[config.mk]
export PLATFORM = sky130hd
export DESIGN_NAME = sensor_command_fsm_with_page_reader
export DESIGN_NICKNAME = d
export VERILOG_FILES = /design/src/rtl/scfr_pkg.sv /design/src/rtl/scfr_step.sv /design/src/rtl/sensor_command_fsm_with_page_reader.sv
export SDC_FILE = /design/constraint.sdc
export NUM_CORES = 1
export LEC_CHECK = 0
export ABC_AREA = 1
export BUFFER_PORTS_ARGS = -buffer_cell sky130_fd_sc_hd__buf_2
export CAP_MARGIN = 20
export CORE_MARGIN = 5
export CORE_UTILIZATION = 50
export DETAILED_ROUTE_END_ITERATION = 10
export PLACE_DENSITY = 0.77
export SETUP_SLACK_MARGIN = 0.2
export SYNTH_ARGS = -nofsm -noshare
export SYNTH_HDL_FRONTEND = slang
export SYNTH_SLANG_ARGS = --single-unit
[constraint.sdc]
create_clock -name clk -period 7.95 [get_ports clk]
set_clock_uncertainty 0.15 [all_clocks]
set_input_delay 0.795 -clock clk [delete_from_list [all_inputs] [get_ports clk]]
set_output_delay 0.795 -clock clk [all_outputs]
set_load 0.02 [all_outputs]
[src/rtl/scfr_pkg.sv]
package scfr_pkg;

  localparam int unsigned PAGE_COUNT = 65536;
  localparam logic [15:0] PAGE_LAST  = 16'(PAGE_COUNT - 1);

  localparam logic [7:0] NOTHING_READ = 8'hFF;
  localparam logic [6:0] WORD_END     = 7'd127;
  localparam logic [7:0] LAST_WORD    = 8'd126;

  localparam logic [2:0] FUNC_STATUS   = 3'd0;
  localparam logic [2:0] FUNC_RESET    = 3'd1;
  localparam logic [2:0] FUNC_START    = 3'd2;
  localparam logic [2:0] FUNC_STOP     = 3'd3;
  localparam logic [2:0] FUNC_GET_DATA = 3'd4;
  localparam logic [2:0] FUNC_RESEND   = 3'd5;

  localparam logic [1:0] KIND_DATA   = 2'd0;
  localparam logic [1:0] KIND_RESP   = 2'd1;
  localparam logic [1:0] KIND_REPLAY = 2'd2;

  localparam logic [2:0] CODE_CRC_ERR    = 3'd0;
  localparam logic [2:0] CODE_SENSOR_ID  = 3'd1;
  localparam logic [2:0] CODE_FAULT      = 3'd2;
  localparam logic [2:0] CODE_READY      = 3'd3;
  localparam logic [2:0] CODE_NOT_READY  = 3'd4;
  localparam logic [2:0] CODE_STARTED    = 3'd5;
  localparam logic [2:0] CODE_STOPPED    = 3'd6;
  localparam logic [2:0] CODE_RESET_DONE = 3'd7;

  localparam logic [1:0] CTL_NONE  = 2'd0;
  localparam logic [1:0] CTL_START = 2'd1;
  localparam logic [1:0] CTL_STOP  = 2'd2;
  localparam logic [1:0] CTL_RESET = 2'd3;

  typedef enum logic [2:0] {
    MODE_CONN,
    MODE_READY,
    MODE_MEAS,
    MODE_EXCH,
    MODE_MEXCH,
    MODE_RESET
  } mode_t;

  typedef struct packed {
    logic [2:0]  func;
    logic        crc_ok;
    logic        self_check_ok;
    logic [15:0] write_page;
    logic [6:0]  write_word_offset;
    logic        reset_done_flag;
  } in_item_t;

  typedef struct packed {
    logic [1:0]  frame_kind;
    logic [2:0]  status_code;
    logic [7:0]  ready_bytes;
    logic [15:0] data_page;
    logic [7:0]  data_start;
    logic [7:0]  data_count;
    logic [2:0]  mode_now;
    logic [1:0]  measure_ctl;
  } out_item_t;

  typedef struct packed {
    mode_t       mode;
    logic [15:0] read_page;
    logic [7:0]  read_word_last;
    logic [7:0]  ready_count;
    logic [1:0]  prev_kind;
    logic [2:0]  prev_code;
    logic        prev_was_status;
    logic [15:0] prev_data_page;
    logic [7:0]  prev_data_start;
    logic [7:0]  prev_data_count;
  } state_t;

  localparam state_t STATE_INIT = '{
    mode:            MODE_CONN,
    read_page:       16'd0,
    read_word_last:  NOTHING_READ,
    ready_count:     8'd0,
    prev_kind:       KIND_RESP,
    prev_code:       CODE_CRC_ERR,
    prev_was_status: 1'b0,
    prev_data_page:  16'd0,
    prev_data_start: 8'd0,
    prev_data_count: 8'd0
  };

endpackage

[src/rtl/scfr_step.sv]
module scfr_step (
  input  scfr_pkg::state_t    st,
  input  scfr_pkg::in_item_t  item,
  output scfr_pkg::state_t    st_nxt,
  output scfr_pkg::out_item_t res,
  output logic                has_res
);

  function automatic logic [7:0] ready_calc(
    input logic [15:0] rp,
    input logic [7:0]  rwl,
    input logic [15:0] wp,
    input logic [6:0]  wo
  );
    logic signed [10:0] last_s;
    logic signed [10:0] end_s;
    logic signed [10:0] diff_s;
    logic [7:0]         rdy;
    last_s = (rwl == scfr_pkg::NOTHING_READ) ? -11'sd1 : $signed({3'b000, rwl});
    end_s  = (rp == wp) ? $signed({4'b0000, wo}) : $signed({4'b0000, scfr_pkg::WORD_END});
    diff_s = end_s - last_s - 11'sd1;
    if ((rp == wp) && (rwl == {1'b0, wo})) begin
      rdy = 8'd0;
    end else if (diff_s > 11'sd0) begin
      rdy = {diff_s[6:0], 1'b0};
    end else begin
      rdy = 8'd0;
    end
    return rdy;
  endfunction

  logic [7:0]         rdy_cur;
  logic [7:0]         rdy_adv;
  logic [15:0]        adv_page;
  logic [7:0]         adv_rwl;
  logic signed [10:0] last_cur;
  logic signed [10:0] last_sum;
  logic [7:0]         rwl_p1;
  logic [7:0]         data_start;

  logic               rsp_en;
  logic [2:0]         rsp_code;
  logic               rsp_status;
  logic [1:0]         rsp_ctl;
  logic               data_en;
  logic               replay_en;
  logic               rst_en;
  logic               replay_fresh;

  assign rdy_cur = ready_calc(st.read_page, st.read_word_last,
                              item.write_page, item.write_word_offset);

  assign last_cur = (st.read_word_last == scfr_pkg::NOTHING_READ) ?
                    -11'sd1 : $signed({3'b000, st.read_word_last});
  assign last_sum = last_cur + $signed({4'b0000, st.ready_count[7:1]});
  assign rwl_p1     = st.read_word_last + 8'd1;
  assign data_start = {rwl_p1[6:0], 1'b0};

  always_comb begin
    adv_page = st.read_page;
    adv_rwl  = st.read_word_last;
    if (st.ready_count != 8'd0) begin
      if (last_sum >= $signed({3'b000, scfr_pkg::LAST_WORD})) begin
        adv_page = (st.read_page >= scfr_pkg::PAGE_LAST) ? 16'd0 : st.read_page + 16'd1;
        adv_rwl  = scfr_pkg::NOTHING_READ;
      end else if (last_sum < 11'sd0) begin
        adv_rwl = scfr_pkg::NOTHING_READ;
      end else begin
        adv_rwl = last_sum[7:0];
      end
    end
  end

  assign rdy_adv = ready_calc(adv_page, adv_rwl, item.write_page, item.write_word_offset);

  assign replay_fresh = (st.prev_kind == scfr_pkg::KIND_DATA) || st.prev_was_status;

  always_comb begin
    st_nxt     = st;
    rsp_en     = 1'b0;
    rsp_code   = scfr_pkg::CODE_CRC_ERR;
    rsp_status = 1'b0;
    rsp_ctl    = scfr_pkg::CTL_NONE;
    data_en    = 1'b0;
    replay_en  = 1'b0;
    rst_en     = 1'b0;

    if (!item.crc_ok) begin
      rsp_en = 1'b1;
    end else if (st.mode == scfr_pkg::MODE_RESET) begin
      if ((item.func == scfr_pkg::FUNC_STATUS) && item.reset_done_flag) begin
        st_nxt.mode = scfr_pkg::MODE_CONN;
        rsp_en      = 1'b1;
        rsp_code    = scfr_pkg::CODE_RESET_DONE;
      end
    end else if (item.func == scfr_pkg::FUNC_RESET) begin
      st_nxt.mode           = scfr_pkg::MODE_RESET;
      st_nxt.read_page      = 16'd0;
      st_nxt.read_word_last = scfr_pkg::NOTHING_READ;
      st_nxt.ready_count    = 8'd0;
      rst_en                = 1'b1;
    end else if (item.func == scfr_pkg::FUNC_RESEND) begin
      replay_en = 1'b1;
      if (replay_fresh) begin
        st_nxt.ready_count = rdy_cur;
      end
    end else begin
      case (st.mode)
        scfr_pkg::MODE_CONN, scfr_pkg::MODE_READY: begin
          if (item.func == scfr_pkg::FUNC_STATUS) begin
            rsp_en     = 1'b1;
            rsp_status = 1'b1;
            if (!item.self_check_ok) begin
              rsp_code = scfr_pkg::CODE_FAULT;
            end else begin
              rsp_code           = scfr_pkg::CODE_SENSOR_ID;
              st_nxt.ready_count = rdy_cur;
              st_nxt.mode = (rdy_cur != 8'd0) ? scfr_pkg::MODE_EXCH : scfr_pkg::MODE_READY;
            end
          end else if ((item.func == scfr_pkg::FUNC_START) &&
                       (st.mode == scfr_pkg::MODE_READY)) begin
            st_nxt.mode = scfr_pkg::MODE_MEAS;
            rsp_en      = 1'b1;
            rsp_code    = scfr_pkg::CODE_STARTED;
            rsp_ctl     = scfr_pkg::CTL_START;
          end
        end
        scfr_pkg::MODE_MEAS, scfr_pkg::MODE_EXCH, scfr_pkg::MODE_MEXCH: begin
          if (item.func == scfr_pkg::FUNC_GET_DATA) begin
            if (st.mode == scfr_pkg::MODE_MEAS) begin
              st_nxt.mode = scfr_pkg::MODE_MEXCH;
            end else begin
              data_en               = 1'b1;
              st_nxt.read_page      = adv_page;
              st_nxt.read_word_last = adv_rwl;
              st_nxt.ready_count    = rdy_adv;
            end
          end else if (item.func == scfr_pkg::FUNC_STATUS) begin
            rsp_en             = 1'b1;
            rsp_status         = 1'b1;
            st_nxt.ready_count = rdy_cur;
            if (rdy_cur != 8'd0) begin
              rsp_code = scfr_pkg::CODE_READY;
            end else begin
              rsp_code    = scfr_pkg::CODE_NOT_READY;
              st_nxt.mode = (st.mode == scfr_pkg::MODE_EXCH) ?
                            scfr_pkg::MODE_READY : scfr_pkg::MODE_MEAS;
            end
          end else if ((item.func == scfr_pkg::FUNC_STOP) &&
                       (st.mode != scfr_pkg::MODE_EXCH)) begin
            st_nxt.mode = (st.mode == scfr_pkg::MODE_MEAS) ?
                          scfr_pkg::MODE_READY : scfr_pkg::MODE_EXCH;
            rsp_en      = 1'b1;
            rsp_code    = scfr_pkg::CODE_STOPPED;
            rsp_ctl     = scfr_pkg::CTL_STOP;
          end else if ((item.func == scfr_pkg::FUNC_START) &&
                       (st.mode == scfr_pkg::MODE_EXCH)) begin
            st_nxt.mode = scfr_pkg::MODE_MEXCH;
            rsp_en      = 1'b1;
            rsp_code    = scfr_pkg::CODE_STARTED;
            rsp_ctl     = scfr_pkg::CTL_START;
          end
        end
        default: begin
        end
      endcase
    end

    res     = '0;
    has_res = rsp_en | data_en | replay_en | rst_en;

    if (rsp_en) begin
      res.frame_kind         = scfr_pkg::KIND_RESP;
      res.status_code        = rsp_code;
      res.ready_bytes        = rsp_status ? st_nxt.ready_count : 8'd0;
      res.measure_ctl        = rsp_ctl;
      st_nxt.prev_kind       = scfr_pkg::KIND_RESP;
      st_nxt.prev_code       = rsp_code;
      st_nxt.prev_was_status = rsp_status;
      st_nxt.prev_data_page  = 16'd0;
      st_nxt.prev_data_start = 8'd0;
      st_nxt.prev_data_count = 8'd0;
    end
    if (data_en) begin
      res.frame_kind         = scfr_pkg::KIND_DATA;
      res.ready_bytes        = rdy_adv;
      res.data_page          = st.read_page;
      res.data_start         = data_start;
      res.data_count         = st.ready_count;
      st_nxt.prev_kind       = scfr_pkg::KIND_DATA;
      st_nxt.prev_code       = scfr_pkg::CODE_CRC_ERR;
      st_nxt.prev_was_status = 1'b0;
      st_nxt.prev_data_page  = st.read_page;
      st_nxt.prev_data_start = data_start;
      st_nxt.prev_data_count = st.ready_count;
    end
    if (replay_en) begin
      res.frame_kind  = scfr_pkg::KIND_REPLAY;
      res.status_code = st.prev_code;
      res.ready_bytes = replay_fresh ? rdy_cur : 8'd0;
      res.data_page   = st.prev_data_page;
      res.data_start  = st.prev_data_start;
      res.data_count  = st.prev_data_count;
    end
    if (rst_en) begin
      res.frame_kind  = scfr_pkg::KIND_RESP;
      res.measure_ctl = scfr_pkg::CTL_RESET;
    end
    res.mode_now = st_nxt.mode;
  end

endmodule

[src/rtl/sensor_command_fsm_with_page_reader.sv]
// An accepted item is registered in the input register, worked out by the step
// logic and its result registered in the result register. Throughput: one item
// per cycle when out_stall is low; the input register and the result register
// each take a new item whenever their downstream side moves.
// Reset (rst_n low, synchronous): both registers empty, mode connected,
// read pointer at page 0 with nothing read, replay set to a CRC-error response.
module sensor_command_fsm_with_page_reader (
  input  logic                clk,
  input  logic                rst_n,
  input  logic                in_valid,
  output logic                in_stall,
  input  scfr_pkg::in_item_t  in_data,
  output logic                out_valid,
  input  logic                out_stall,
  output scfr_pkg::out_item_t out_data
);

  logic                in_valid_r;
  scfr_pkg::in_item_t  in_data_r;
  logic                out_valid_r;
  scfr_pkg::out_item_t out_data_r;
  scfr_pkg::state_t    state_r;
  scfr_pkg::state_t    state_nxt;
  scfr_pkg::out_item_t res;
  logic                has_res;
  logic                advance;

  scfr_step u_step (
    .st      (state_r),
    .item    (in_data_r),
    .st_nxt  (state_nxt),
    .res     (res),
    .has_res (has_res)
  );

  assign advance   = in_valid_r && (!out_valid_r || !out_stall);
  assign in_stall  = in_valid_r && !advance;
  assign out_valid = out_valid_r;
  assign out_data  = out_data_r;

  always_ff @(posedge clk) begin
    if (!rst_n) begin
      in_valid_r  <= 1'b0;
      out_valid_r <= 1'b0;
      state_r     <= scfr_pkg::STATE_INIT;
    end else begin
      if (!in_stall) begin
        in_valid_r <= in_valid;
      end
      if (advance) begin
        state_r     <= state_nxt;
        out_valid_r <= has_res;
      end else if (!out_stall) begin
        out_valid_r <= 1'b0;
      end
    end
  end

  always_ff @(posedge clk) begin
    if (in_valid && !in_stall) begin
      in_data_r <= in_data;
    end
    if (advance && has_res) begin
      out_data_r <= res;
    end
  end

endmodule

==> results of run 1 <==
==> layout make-up <==
| type | count | area [um2] | share of cell area (%) |
|---|---|---|---|
| Timing Repair Buffer | 95 | 505.5 | 4.713 |
| Multi-Input combinational cell | 966 | 4925 | 45.92 |
| Clock inverter | 14 | 157.7 | 1.470 |
| Tap cell | 234 | 292.8 | 2.730 |
| Inverter | 163 | 611.8 | 5.705 |
| Sequential cell | 151 | 3804 | 35.46 |
| Clock buffer | 18 | 429.2 | 4.001 |
==> power by group <==
group | internal [W] | switching [W] | total [W]
combinational | 0.000153 | 0.000350 | 0.000503
clock | 0.000446 | 0.000366 | 0.000812
sequential | 0.000847 | 0.0000240 | 0.000871
total | 0.00145 | 0.000740 | 0.00219
==> cells in the mapped netlist, types with 10 or more instances <==
master / number
nand3b_1: 10
nand4_1: 21
dfxtp_1: 73
xnor2_1: 11
a21oi_1: 102
ha_1: 23
o21ai_0: 63
xor2_1: 19
nor2_1: 98
nand2_1: 372
nand3_1: 140
nor3_1: 18
inv_1: 150
edfxtp_1: 78
clkbuf_1: 40
==> metal layers <==
layer	track usage [%]	part of all wire (%)	wire, um
met4	8.314	2.5	724
met3	6.002	9.6	2778
met1	37.81	45	12890
met2	38.57	43	12430
met5	0	0	0
==> metrics by stage <==
stage	worst slack (ns)	util [%]	instances	instance area, um2	total power [W]
finish	1.111	57.15	1641	10730	0.002186
global route	0.4075	57.15	1641	10730	0.002290
CTS	1.158	57.11	1640	10720	0.002185
detailed placement	1.162	53.98	1608	10130	0.001380
global placement	1.323	53.98	1608	10130	0.001376
floorplan	2.102	-	1331	9547	0.001261
==> kinds of logic after synthesis <==
logic type	count (synthesis)	synth area share (%)
buffers and inverters	214	8.847
DFF	151	39.84
AOI/OAI and AO/OA	224	13.55
and+or+nand+nor	685	31.32
adders and majority gates	26	3.644
other	1	0.03928
xor gates and xnor gates	30	2.752
==> registers in the layout, summed over array words and instances (netlist names) <==
signal      flops
in_valid_r      1
state_r        71
out_data       49
out_valid       1
in_data_r      29
==> layout by cell type, fill, tap and decap left out, types with 4 or more instances in the layout <==
| master | instances |
|---|---|
| a211oi_1 | 8 |
| a21oi_1 | 102 |
| a22o_1 | 4 |
| buf_2 | 83 |
| buf_4 | 12 |
| clkbuf_16 | 17 |
| clkinv_1 | 5 |
| dfxtp_1 | 73 |
| edfxtp_1 | 78 |
| ha_1 | 23 |
| inv_1 | 150 |
| inv_2 | 8 |
| inv_6 | 5 |
| nand2_1 | 372 |
| nand2_2 | 5 |
| nand3_1 | 140 |
| nand3b_1 | 10 |
| nand4_1 | 21 |
| nor2_1 | 95 |
| nor2_2 | 7 |
| nor3_1 | 17 |
| nor4_1 | 4 |
| o211ai_1 | 9 |
| o21ai_0 | 63 |
| o21ai_2 | 4 |
| o221ai_1 | 8 |
| o22ai_1 | 6 |
| xnor2_1 | 11 |
| xor2_1 | 19 |
==> worst max-delay path: cells and delay by family (launching register included) <==
| kind | cells | cell delay, ns |
|---|---|---|
| flops | 1 | 0.45 |
| fa+ha+maj | 5 | 1.43 |
| buf+inv | 4 | 0.36 |
| xor+xnor | 1 | 0.11 |
| simple gates | 32 | 3.19 |
| compound gates | 4 | 0.92 |
==> final timing paths <==
kind                  endpoint  slack, ns  cells after the start
hold / removal     state_r[31]       0.31                      2
hold reg to reg    state_r[31]       0.31                      2
setup reg to reg  out_data[44]       1.11                     46
setup / recovery  out_data[44]       1.11                     46
==> results.ini, run 1 <==
[run_status]
status=finished, final reports clean

[drt]
drt_iter0_markers=1219
avgRoutedWirePerCell_um=17.57
routed_via_density=5.776
drc=0
routed-via-count=9479
first_pass_iters=5
antenna_left=0
totalWireLength_um=28830

[global_routing]
grt.overflow.total=0
antenna_found_initial=0
first_global_vias=8617
grt_max_degree=42
globalRouteTotalUtil_pct=26.04
grt_pass1_wl_um=45810

[placed_design]
gp_congestion=0.9587
port_buffers=83
hpwl_um=20910

[timing]
grt_setup_unrepaired=no
timing.hold.ws_ns=0.3107
min_period_over_period_pct=86.03
period_minus_slack_ns=6.839
fin_tns_setup_ns=0
fmax_mhz=146.2
hold_violations=0
slew_violations=0
tightest_slew_ns=0.9508
slew_headroom_pct=36.38
setup_violations=0

[worst_setup_path]
critical_path.startpoint=state_r[47]
cp.required_ns=7.98
worstReg2RegStart=state_r[47]
slowest_stage=dfxtp_1
critPathCaptureType=flip-flop
criticalPathCategory=reg2reg
critPathArrivalTime_ns=6.87
timing.critical_path.slowest_cell_delay_ns=0.45
critical_path_peak_fanout=17
crit_path_start_kind=flip-flop
crit_top_cell=nand2_1

[floorplan]
die_w_um=148.2
row_count=50
initial_utilization_pct=50.87
die_y_um=148.2
ios=85
core_area_um2=18770
die_area_um2=21960

[logic_synthesis]
synthFlopType=edfxtp_1
yosysWarnings=0
synth_area_um2=9547
synth_cells=1331
ys_top_cells_by_area=edfxtp_1 (25%), dfxtp_1 (15%), nand2_1 (15%), nand3_1 (7.3%), inv_1 (5.9%)
avgSynthCellArea_um2=7.173
yosys_register_bits=151
async_flop_share_pct=0
syn_nets=1390
synth_edf_count=78
ys_seq_area_share_pct=39.84
ys_types=50
synth_top_area_share_pct=24.53
yosys.area.top_type=edfxtp_1

[power]
peakVddDrop_v=0.0001441
p_leak_nw=4.772
p_per_area_nw_per_um2=203.8

[cts]
ctsResizeCount=0
cts_max_level=4
cts_tree=done
cts.reportedPaths.clkPinSlew_ns=0.07
clkSinkCount=151
cts_buffers=17
clock_latency_ns=0.44
clk_path_buf_depth=2
root_buffer=clkbuf_16
post_cts_buffers=0
cts_hold_buf=0

[cells_and_area]
syn2layout_area_growth_pct=12.35
drive_above_1_share_pct=11.87
diodes=0
fillCellCount=1746
nets=1453

[hold_path]
hp-class=reg2reg
min-delay-start=state_r[31]

[job]
cap_violations=0

Note: power is estimated with default switching activity, not from simulation.
==> run 2, diff against run 1 <==
--- a/config.mk
+++ b/config.mk
@@ -7,11 +7,10 @@
 export LEC_CHECK = 0
 export ABC_AREA = 1
 export BUFFER_PORTS_ARGS = -buffer_cell sky130_fd_sc_hd__buf_2
-export CAP_MARGIN = 20
 export CORE_MARGIN = 5
 export CORE_UTILIZATION = 50
 export DETAILED_ROUTE_END_ITERATION = 10
-export PLACE_DENSITY = 0.77
+export PLACE_DENSITY = 0.79
 export SETUP_SLACK_MARGIN = 0.2
 export SYNTH_ARGS = -nofsm -noshare
 export SYNTH_HDL_FRONTEND = slang
==> constraint.sdc (replaced) <==
create_clock -name clk -period 5.68 [get_ports clk]
set_clock_uncertainty 0.15 [all_clocks]
set_input_delay 0.568 -clock clk [delete_from_list [all_inputs] [get_ports clk]]
set_output_delay 0.568 -clock clk [all_outputs]
set_load 0.02 [all_outputs]
==> results.ini, run 2 (synthesized netlist as in run 1, its figures left out) <==
[timing]
fmax_mhz=163.8
period_minus_slack_ns=6.107
min_period_over_period_pct=107.5
slew_violations=0
fin_tns_setup_ns=-5.112
setup_violations=14
worst_slack_ns=-0.4265
tightest_slew_ns=1.124
timing.hold.ws_ns=0.1565
slew_headroom_pct=24.79
hold_violations=0
grt_setup_unrepaired=yes

[cells_and_area]
drive_above_1_share_pct=23.13
fillCellCount=1549
multi_input_area_um2=5229
largest_reg_flops=71
syn2layout_area_growth_pct=26.83
fin_cells=1769
finalInstanceArea_um2=12110
area.sequential_um2=3809
final_common_cell=nand2_1
regMostFlops=state_r
nets=1581
diodes=0
layout_common_cells=nand2_1 (350), inv_1 (147), nand3_1 (121)

[floorplan]
row_count=50
die_y_um=148.2
die_w_um=148.2
ios=85
core_area_um2=18770
initial_utilization_pct=50.87
die_area_um2=21960

[job]
cap_violations=0

[placed_design]
gp_congestion=1.004
placed_area_um2=10760
port_buffers=83
place_inst=1684
hpwl_um=21520

[power]
p_per_area_nw_per_um2=291.9
finalPower_w=0.003535
internal_power_w=0.002351
p_leak_nw=5.497
swShare_pct=33.48
seqPwrFrac_pct=34.2
comb_power_share_pct=34.6
p_sw_w=0.001184
peakVddDrop_v=0.0002215
p_clk_share_pct=31.1

[global_routing]
grt_max_degree=46
globalRouteTotalUtil_pct=27.94
first_global_vias=9556
antenna_found_initial=0
grt_pass1_wl_um=49220
grt.overflow.total=0

[run_status]
status=complete, but fails checks
violations=negative setup slack

[worst_setup_path]
timing.critical_path.slowest_cell_delay_ns=0.36
critPathCaptureType=flip-flop
cp.required_ns=5.72
slowest_stage=dfxtp_4
r2r_setup_slack_ns=-0.43
crit_path_start_kind=flip-flop
critical_path_peak_fanout=7
critPathArrivalTime_ns=6.14
criticalPathCategory=reg2reg
crit_top_cell=nand2_1

[cts]
cts.reportedPaths.clkPinSlew_ns=0.07
cts_buffers=17
cts_max_level=4
cts_hold_buf=0
clock_latency_ns=0.43
clk_path_buf_depth=2
clkSinkCount=151
root_buffer=clkbuf_16
cts_tree=done

[drt]
drc=0
routed-via-count=10430
drt_iter0_markers=1524
totalWireLength_um=32300
antenna_left=0
routed_via_density=5.894
first_pass_iters=6
avgRoutedWirePerCell_um=18.26

[hold_path]
hp-class=in2reg

[run 2: cell types whose count changed in the layout (fill, tap and decap cells not counted), sizes merged]
cell | previous run | this run
clkinvlp | 0 | 3
inv | 166 | 163
clkinv | 10 | 9
buf | 95 | 223
clkbuf | 18 | 19
[run 2: worst paths after layout]
| path | from | endpoint | cells after the start |
|---|---|---|---|
| setup / recovery | state_r[47] | out_data[44] | 53 |
| hold / removal | in_data[15] | in_data_r[15] | 1 |
| setup reg to reg | state_r[47] | out_data[44] | 53 |
| hold reg to reg | state_r[6] | state_r[6] | 2 |
[run 2: routing by layer]
metal,global-route usage [%],part of all wire [%]
met2,43.73,45
met3,5.911,11
met4,11.69,4.3
met1,37.72,39
met5,0,0
[run 2: power by group through the flow]
stage | clock network [W] | logic [W] | registers [W]
4_1_cts | 0.00111 | 0.00103 | 0.00121
6_report | 0.00110 | 0.00122 | 0.00121
3_5_place_dp | 0 | 0.000872 | 0.00123
5_1_grt | 0.00115 | 0.00131 | 0.00121
2_1_floorplan | 0 | 0.000523 | 0.00125
3_3_place_gp | 0 | 0.000856 | 0.00123
[run 2: stage by stage]
stage	setup slack (ns)	utilization, %
after floorplan	0.1638	-
after global placement	-0.1227	57.34
after detailed placement	-0.3180	57.34
after CTS	-0.1082	62.58
after global routing	-0.8151	64.51
final	-0.4265	64.51
[run 2: layout make-up]
| cell class | instances | area share (%) |
|---|---|---|
| clock inverters | 13 | 1.147 |
| multi-input cells | 966 | 43.18 |
| flip-flops and latches | 151 | 31.46 |
| inverters | 163 | 5.115 |
| well taps | 234 | 2.418 |
| repair buffers | 223 | 13.10 |
| clock buffers | 19 | 3.575 |
[run 2: timing repair]
| action | CTS | global route |
|---|---|---|
| resized for setup | 18 | 77 |
| setup buffers | 46 | 7 |
| cloned | 0 | 0 |
| pin swaps | 17 | 17 |
| endpoints found under the setup margin | 14 | 15 |
[run 2: critical path, delay by kind of cell, from the launching register on]
kind / cells / cell delay [ns]
buffers and inverters: 10 / 0.99
AOI/OAI and AO/OA: 2 / 0.24
and+or+nand+nor: 36 / 2.96
DFF: 1 / 0.36
adders and majority gates: 5 / 1.19
